**config.mk**
```make
export PLATFORM = sky130hd
export DESIGN_NAME = mmgs_control
export DESIGN_NICKNAME = d
export VERILOG_FILES = /design/src/rtl/core/mmgs_pkg.sv /design/src/rtl/core/mmgs_control.sv
export SDC_FILE = /design/constraint.sdc
export NUM_CORES = 1
export LEC_CHECK = 0
export BUFFER_PORTS_ARGS = -buffer_cell sky130_fd_sc_hd__buf_2
export CAP_MARGIN = 5
export CORE_MARGIN = 4
export CORE_UTILIZATION = 42
export CTS_CLUSTER_SIZE = 20
export DETAILED_ROUTE_END_ITERATION = 6
export PLACE_DENSITY_LB_ADDON = 0.12
export SLEW_MARGIN = 20
export SYNTH_ARGS = -nofsm -noshare
export SYNTH_HDL_FRONTEND = slang
export SYNTH_SLANG_ARGS = --single-unit
```
**constraint.sdc**
```tcl
create_clock -name clock -period 3.25 [get_ports clock]
set_input_delay 0 -clock clock [delete_from_list [all_inputs] [get_ports clock]]
set_output_delay 0 -clock clock [all_outputs]
set_load 0.02 [all_outputs]
```
**src/rtl/core/mmgs_pkg.sv**
```systemverilog
// ----------------------------------------------------------------------------
// mmgs_pkg: shared types and constants
// Widths, depth and the controller-to-datapath command and status bundles.
// ----------------------------------------------------------------------------
package mmgs_pkg;
   localparam int MaxItems  = 1024;
   localparam int AddrBits  = $clog2(MaxItems);
   localparam int CountBits = AddrBits + 1;
   localparam int ValueBits = 30;
   localparam int BasketBits = 11;
   localparam int GapBits   = ValueBits + 1;

   typedef struct packed {
      logic store;       // write req value at held count
      logic clear_set;   // clear held count and overflow
      logic sort_start;  // begin one sort step over (i,j)
      logic sort_read;   // read store[j-1] and store[j]
      logic sort_load;   // capture store[j] after the second read
      logic sort_swap;   // write back swapped pair
      logic sort_next_i; // advance outer index
      logic sort_dec_j;  // move inner index down
      logic range_rd_lo; // take store[0] as min
      logic range_rd_hi; // read store[count-1]
      logic range_set;   // low = 0, high = max - min
      logic pass_start;  // start greedy pass at mid
      logic pass_step;   // consume one read element
      logic pass_read;   // issue read of index k
      logic pass_fit;    // mid fits
      logic pass_nofit;  // mid does not fit
      logic zero_best;   // best = 0
   } mmgs_cmd_type;

   typedef struct packed {
      logic enough;      // held count >= need
      logic sort_i_done; // i >= held count
      logic sort_j_zero; // j == 0
      logic sort_greater;// store[j-1] > store[j]
      logic search_done; // low > high
      logic pass_fits;   // picked reached need
      logic pass_end;    // all elements scanned
      logic mid_zero;    // mid == 0
   } mmgs_sts_type;
endpackage

```
**src/rtl/core/mmgs_control.sv**
```systemverilog
// ----------------------------------------------------------------------------
// mmgs_control: sequencer
// Loads the set and, if it holds enough values, steps the insertion sort,
// then runs the binary search with one greedy scan per probe; hands the result to the output register.
// ----------------------------------------------------------------------------
module mmgs_control (
   input  logic                     clock,
   input  logic                     reset,
   input  logic                     req_tvalid,
   input  logic                     req_tlast,
   output logic                     req_tready,
   input  logic                     rsp_tready,
   output logic                     rsp_tvalid,
   output logic                     capture,
   output mmgs_pkg::mmgs_cmd_type   cmd,
   input  mmgs_pkg::mmgs_sts_type   sts
);
   import mmgs_pkg::*;

   typedef enum logic [13:0] {
      S_LOAD    = 14'd1,
      S_CHECK   = 14'd2,
      S_SORT_I  = 14'd4,
      S_SORT_R0 = 14'd8,
      S_SORT_R1 = 14'd16,
      S_SORT_C  = 14'd32,
      S_SORT_W1 = 14'd64,
      S_RANGE0  = 14'd128,
      S_RANGE1  = 14'd256,
      S_RANGE2  = 14'd512,
      S_PROBE   = 14'd1024,
      S_SCAN    = 14'd2048,
      S_DONE    = 14'd4096,
      S_EMIT    = 14'd8192
   } state_type;

   state_type state_ff, state_in;
   logic      rvalid_ff, rvalid_in;
   logic      scan_wait_ff, scan_wait_in;

   // The output register holds a finished result, so the next set may load
   // while that result waits.
   assign req_tready = (state_ff == S_LOAD);
   assign rsp_tvalid = rvalid_ff;

   always_comb begin
      state_in     = state_ff;
      rvalid_in    = rvalid_ff && !rsp_tready;
      scan_wait_in = 1'b0;
      cmd          = '0;
      capture      = 1'b0;
      unique case (state_ff)
         S_LOAD: begin
            if (req_tvalid && req_tready) begin
               cmd.store = 1'b1;
               if (req_tlast) state_in = S_CHECK;
            end
         end
         S_CHECK: begin
            cmd.zero_best = 1'b1;
            state_in = sts.enough ? S_SORT_I : S_DONE;
         end
         S_SORT_I: begin
            if (sts.sort_i_done) state_in = S_RANGE0;
            else begin
               cmd.sort_start = 1'b1;
               state_in = S_SORT_R0;
            end
         end
         S_SORT_R0: begin
            if (sts.sort_j_zero) begin
               cmd.sort_next_i = 1'b1;
               state_in = S_SORT_I;
            end else begin
               cmd.sort_read = 1'b1;
               state_in = S_SORT_R1;
            end
         end
         S_SORT_R1: begin
            cmd.sort_read = 1'b1;
            state_in = S_SORT_C;
         end
         S_SORT_C: begin
            // The second read returns here and lands in the pair register.
            cmd.sort_load = 1'b1;
            state_in = S_SORT_W1;
         end
         S_SORT_W1: begin
            if (!sts.sort_greater) begin
               cmd.sort_next_i = 1'b1;
               state_in = S_SORT_I;
            end else begin
               cmd.sort_swap = 1'b1;
               state_in = S_SORT_W1;
               if (scan_wait_ff) begin
                  cmd.sort_dec_j = 1'b1;
                  state_in = S_SORT_R0;
               end else scan_wait_in = 1'b1;
            end
         end
         S_RANGE0: begin
            state_in = S_RANGE1;
         end
         S_RANGE1: begin
            cmd.range_rd_lo = 1'b1;
            cmd.range_rd_hi = 1'b1;
            state_in = S_RANGE2;
         end
         S_RANGE2: begin
            cmd.range_set = 1'b1;
            state_in = S_PROBE;
         end
         S_PROBE: begin
            if (sts.search_done) state_in = S_DONE;
            else begin
               cmd.pass_start = 1'b1;
               state_in = S_SCAN;
            end
         end
         S_SCAN: begin
            // Reads are issued one ahead; scan_wait marks valid read data.
            if (scan_wait_ff) cmd.pass_step = 1'b1;
            if (sts.pass_fits) begin
               cmd.pass_fit = 1'b1;
               state_in = S_PROBE;
            end else if (sts.pass_end && !scan_wait_ff) begin
               if (sts.mid_zero) state_in = S_DONE;
               else begin
                  cmd.pass_nofit = 1'b1;
                  state_in = S_PROBE;
               end
            end else if (!sts.pass_end) begin
               cmd.pass_read = 1'b1;
               scan_wait_in  = 1'b1;
            end
         end
         S_DONE: begin
            if (!rvalid_ff) begin
               capture   = 1'b1;
               rvalid_in = 1'b1;
               state_in  = S_EMIT;
            end
         end
         S_EMIT: begin
            cmd.clear_set = 1'b1;
            state_in = S_LOAD;
         end
         default: state_in = S_LOAD;
      endcase
   end

   always_ff @(posedge clock) begin
      if (reset) begin
         state_ff     <= S_LOAD;
         rvalid_ff    <= 1'b0;
         scan_wait_ff <= 1'b0;
      end else begin
         state_ff     <= state_in;
         rvalid_ff    <= rvalid_in;
         scan_wait_ff <= scan_wait_in;
      end
   end
endmodule

```
# [Word level (Yosys, flattened, before mapping)]
# Index checks and enable logic that the tools add are counted.
[word_totals] ff_bits=16 out_inout_bits=20
[classes] eq_ne=18 mux=49 reduce_logical=6
[op_table] cell="14-bit case mux with 13 select lines" count=1
[op_table] cell="14-bit two-way mux" count=5
[op_table] cell="13-bit two-way mux" count=3
[op_table] cell="1-bit two-way mux" count=31
[op_table] cell="14-bit by 1-bit == test with 1-bit output, second input constant" count=1
[op_table] cell="14-bit by 10-bit == test with 1-bit output, second input constant" count=1
[op_table] cell="14-bit by 11-bit == test with 1-bit output, second input constant" count=1
[op_table] cell="14-bit by 12-bit == test with 1-bit output, second input constant" count=1
[op_table] cell="14-bit by 13-bit == test with 1-bit output, second input constant" count=1
[op_table] cell="14-bit == test, second input constant" count=1
[op_table] cell="14-bit by 2-bit == test with 1-bit output, second input constant" count=1
[op_table] cell="14-bit by 3-bit == test with 1-bit output, second input constant" count=1
[op_table] cell="14-bit by 4-bit == test with 1-bit output, second input constant" count=1
[op_table] cell="14-bit by 5-bit == test with 1-bit output, second input constant" count=1
[op_table] cell="14-bit by 6-bit == test with 1-bit output, second input constant" count=1
[op_table] cell="14-bit by 7-bit == test with 1-bit output, second input constant" count=1
[op_table] cell="14-bit by 8-bit == test with 1-bit output, second input constant" count=1
[op_table] cell="14-bit by 9-bit == test with 1-bit output, second input constant" count=1
[op_table] cell="7-bit two-way mux" count=2
[op_table] cell="8-bit two-way mux" count=1
[op_table] cell="1-bit case mux with 2 select lines" count=3
[op_table] cell="5-bit two-way mux" count=1
[op_table] cell="4-bit two-way mux" count=1
[op_table] cell="2-bit inequality test, second input constant" count=2
[op_table] cell="other kinds (6)" count=9

# [Longest topological paths before layout]
[logic_depth] ltp_word=5 depth_mapped=7 depth_no_buf=5

# [Worst setup path before layout]
# No wires, ideal clock.
[synth_path] path_kind="register to register" from="register state_ff[13]" to="register state_ff[2]" setup_time_ns=0.115 arrival_time_ns=2.553 path_slack_ns=0.582 stages_incl_launch_ff=7 period_less_slack_ns=2.668 cell_sequence="dfxtp_1 or4_1 clkbuf_1 nor4_1 a21oi_1 nand3_4 o21ba_2"
[synth_between] elab_chain_cells=4
[synth_lines] element="from (decl)" line="mmgs_control.sv:37" source="state_type state_ff, state_in;"
[synth_lines] element="from (signal assigned)" line="mmgs_control.sv:158" source="state_ff <= state_in;"
[synth_lines] element="14-bit by 1-bit == test with 1-bit output *" line="mmgs_control.sv:43" source="assign req_tready = (state_ff == S_LOAD);"
[synth_lines] element="named net req_tready" line="mmgs_control.sv:11" source="output logic req_tready,"
[synth_lines] element="1-bit logical AND" line="mmgs_control.sv:54" source="if (req_tvalid && req_tready) begin"
[synth_lines] element="2-bit by 1-bit inequality test with 1-bit output (no source line)"
[synth_lines] element="4-bit AND reduction (no source line)"
# Mark *: on every way through the listed nets, which the timed path passes. The rest lies on a longest branch.
# A chain may end at the register's enable or synchronous reset.

==> flow_summary_export.csv <==
group,metric,value,unit
timing,slew_violations,0,
grt,grt_pass1_wl,4.42,mm
clocking,cts_made_buffers,3,
layout,post-route-util,0.549,
layout,multi_input_area,627,µm²
power_and_ir_drop,power,0.446,mW
detailed_routing,first_iter_violations,16,
timing,worst_pin_slew,0.764,ns
detailed_routing,routed_wl,2.66,mm
power_and_ir_drop,seqPwrFrac,0.479,
power_and_ir_drop,leakagePower,0.566,nW
clocking,cts_setup_buffers,0,
grt,antenna_found_initial,0,
worst_setup_path,max_stage_delay,0.65,ns
place,place_inst,183,
grt,grt_use_total,0.173,
worst_setup_path,crit_chain,"or4_1 -> or3_1 -> or3_1 -> or2_2 -> inv_1 -> buf_2",
floorplanning,die_x,56.9,µm
timing,skew,0.000573,ns
timing,finalSetupViolCount,0,
power_and_ir_drop,clkPwrFrac,0.240,
timing,fin_ws,0.497,ns
logic_synthesis,synth.most_common_cell,"dfxtp_1",
power_and_ir_drop,pwr-share-comb,0.281,
place,portBuffers,32,
timing,finalSetupTns,0,ns
grt,gr-total-overflow,0,
place,place_ws,0.700,ns
worst_setup_path,required,3.25,ns
power_and_ir_drop,p_sw,0.146,mW
layout,drive_gt1_frac,0.278,
timing,hold-worst-slack,0.00553,ns
detailed_routing,via_count,1065,
logic_synthesis,synth_top_area_share,0.319,
place,gp_congestion,0.859,
clocking,h-tree-depth,1,
clocking,insertion_delay,0.29,ns
floorplanning,coreArea,0.00225,mm²
timing,period_share,0.847,
detailed_routing,wl_per_cell,14.0,µm
logic_synthesis,yosysWarnings,0,
layout,area_growth,23.3,%
logic_synthesis,synth_common_cells,"16 x dfxtp_1, 14 x nor2_1, 7 x inv_1, 7 x o21ai_0",
clocking,clkTransAtPathRegs,0.09,ns
logic_synthesis,synth_area,0.00100,mm²
worst_setup_path,slowest_stage,"or4_1",
timing,rsz0062_at_grt,"false",
worst_setup_path,critPathMaxFanout,9,
logic_synthesis,ys_types,39,
logic_synthesis,synth_fp_nets,140,
detailed_routing,viasPerCell,5.61,
clocking,cts_buffer_depth,2,
timing,fmax,0.363,GHz
layout,final_cells,190,
logic_synthesis,syn_inst,127,
clocking,ctsResizeCount,0,
layout,final_area,0.00124,mm²
run_status,status,"finished clean",
logic_synthesis,yosysTopAreaCell,"dfxtp_1",
worst_setup_path,timing.critical_path.buf_inv,2,
place,postPlaceCellArea,0.00118,mm²
clocking,cts_hold_buf,4,
detailed_routing,remaining_drc_errors,0,
timing,min_period,2.75,ns
power_and_ir_drop,p_int,0.300,mW
worst_setup_path,critical_path_class,"flop to output port",
worst_setup_path,endpoint_kind,"output port",
logic_synthesis,synth_edf_count,0,
grt,grt_start_max_net_pins,10,
power_and_ir_drop,power_density,360,mW/mm²
layout,diodes,0,
clocking,cts_tree,"done",
flow_run,drv_cap,0,
logic_synthesis,synth_top_flop_cell,"dfxtp_1",
timing,relSlewSlack,0.486,
clocking,cts_root_buf,"clkbuf_4",
clocking,cts_num_sinks,16,
grt,first_global_vias,969,
logic_synthesis,ys_ff_latch,16,
power_and_ir_drop,peakVddDrop,0.234,mV
floorplanning,initial_core_util,0.446,
floorplanning,ios,33,
worst_hold_path,min_path_type,"input pin to flop",
layout,regArea,320,µm²
floorplanning,dieArea,0.00324,mm²
floorplanning,die_h,56.9,µm
worst_setup_path,crit_path_frequent_cell,"or3_1",
worst_setup_path,arrival,2.75,ns
timing,hold_violations,0,
floorplanning,rows,17,
power_and_ir_drop,switching_share,0.327,
worst_setup_path,critPathLaunchType,"flop",
place,place_hpwl,2.12,mm
worst_setup_path,path_delay_family,"simple AND/OR/NAND/NOR gates",
logic_synthesis,synth-async-reset-ratio,0,
layout,nFillCells,232,
logic_synthesis,synth_area_leaders,"dfxtp_1 32%, nor2_1 5.2%, nor4_1 3.7%",
detailed_routing,ant_nets,0,
detailed_routing,first_pass_iters,4,
logic_synthesis,ys_seq_area_frac,0.319,
layout,nets,177,
logic_synthesis,syn_area_per_cell,7.91,µm²
## cell type report
| type | count | share of cell area |
|---|---|---|
| multi-input cells | 99 | 0.506 |
| well taps | 28 | 0.0283 |
| flip-flops and latches | 16 | 0.259 |
| clock buffers | 3 | 0.0182 |
| repair buffers | 37 | 0.168 |
| inverters | 7 | 0.0212 |
## cells in the final DEF (no fill, tap or decap), types with 2 or more instances in the layout
| cell type | instances |
|---|---|
| a21oi_1 | 6 |
| and2_1 | 5 |
| and4_1 | 2 |
| buf_2 | 32 |
| clkbuf_4 | 3 |
| dfxtp_1 | 16 |
| dlygate4sd3_1 | 4 |
| inv_1 | 7 |
| nand2_1 | 6 |
| nand2b_1 | 5 |
| nand3_1 | 3 |
| nand3b_1 | 4 |
| nand4b_1 | 4 |
| nor2_1 | 14 |
| nor3_1 | 5 |
| nor4_1 | 6 |
| nor4b_1 | 2 |
| o21ai_0 | 7 |
| o21ba_2 | 2 |
| o22ai_1 | 2 |
| or2_2 | 3 |
| or3_1 | 4 |
| or4_1 | 2 |
| xnor2_1 | 2 |
| xor2_1 | 2 |
## tightest hold or removal path, stage by stage
cell	delay, ns
buf_2	0.08
nand4b_1	0.12
nor2_1	0.05
## kinds of logic after synthesis
| group | share of synthesized area |
|---|---|
| compound gates | 0.147 |
| flops | 0.319 |
| buf+inv | 0.0573 |
| xor+xnor | 0.0349 |
| simple gates | 0.442 |
## metal layers
layer | global-route usage | part of all wire | wire length, µm
met3 | 0.0345 | 0.041 | 110
met5 | 0 | 0 | 0
met1 | 0.224 | 0.47 | 1260
met4 | 0.0728 | 0.017 | 44
met2 | 0.277 | 0.47 | 1240
## flip-flops by register name, indices dropped and copies added (netlist names)
| signal | flops |
|---|---|
| rsp_tvalid | 1 |
| scan_wait_ff | 1 |
| state_ff | 14 |
## worst paths after layout
path / start / end / slack, ns / cells past startpoint
max reg2reg: state_ff[4]$_SDFFE_PP0P_ / state_ff[3]$_SDFFE_PP0P_ / 0.67 / 5
min reg2reg: rsp_tvalid$_SDFF_PP0_ / rsp_tvalid$_SDFF_PP0_ / 0.52 / 2
min: sts[5] / state_ff[4]$_SDFFE_PP0P_ / 0.006 / 3
max: state_ff[4]$_SDFFE_PP0P_ / cmd[3] / 0.50 / 6
## power by group through the flow
| stage | clock network (mW) | registers, mW | logic, mW |
|---|---|---|---|
| after floorplan | 0 | 0.214 | 0.0873 |
| after global placement | 0 | 0.217 | 0.120 |
| after detailed placement | 0 | 0.218 | 0.122 |
| after CTS | 0.111 | 0.214 | 0.126 |
| after global routing | 0.120 | 0.215 | 0.139 |
| final | 0.107 | 0.214 | 0.125 |
Power figures use the tool's default switching activity.
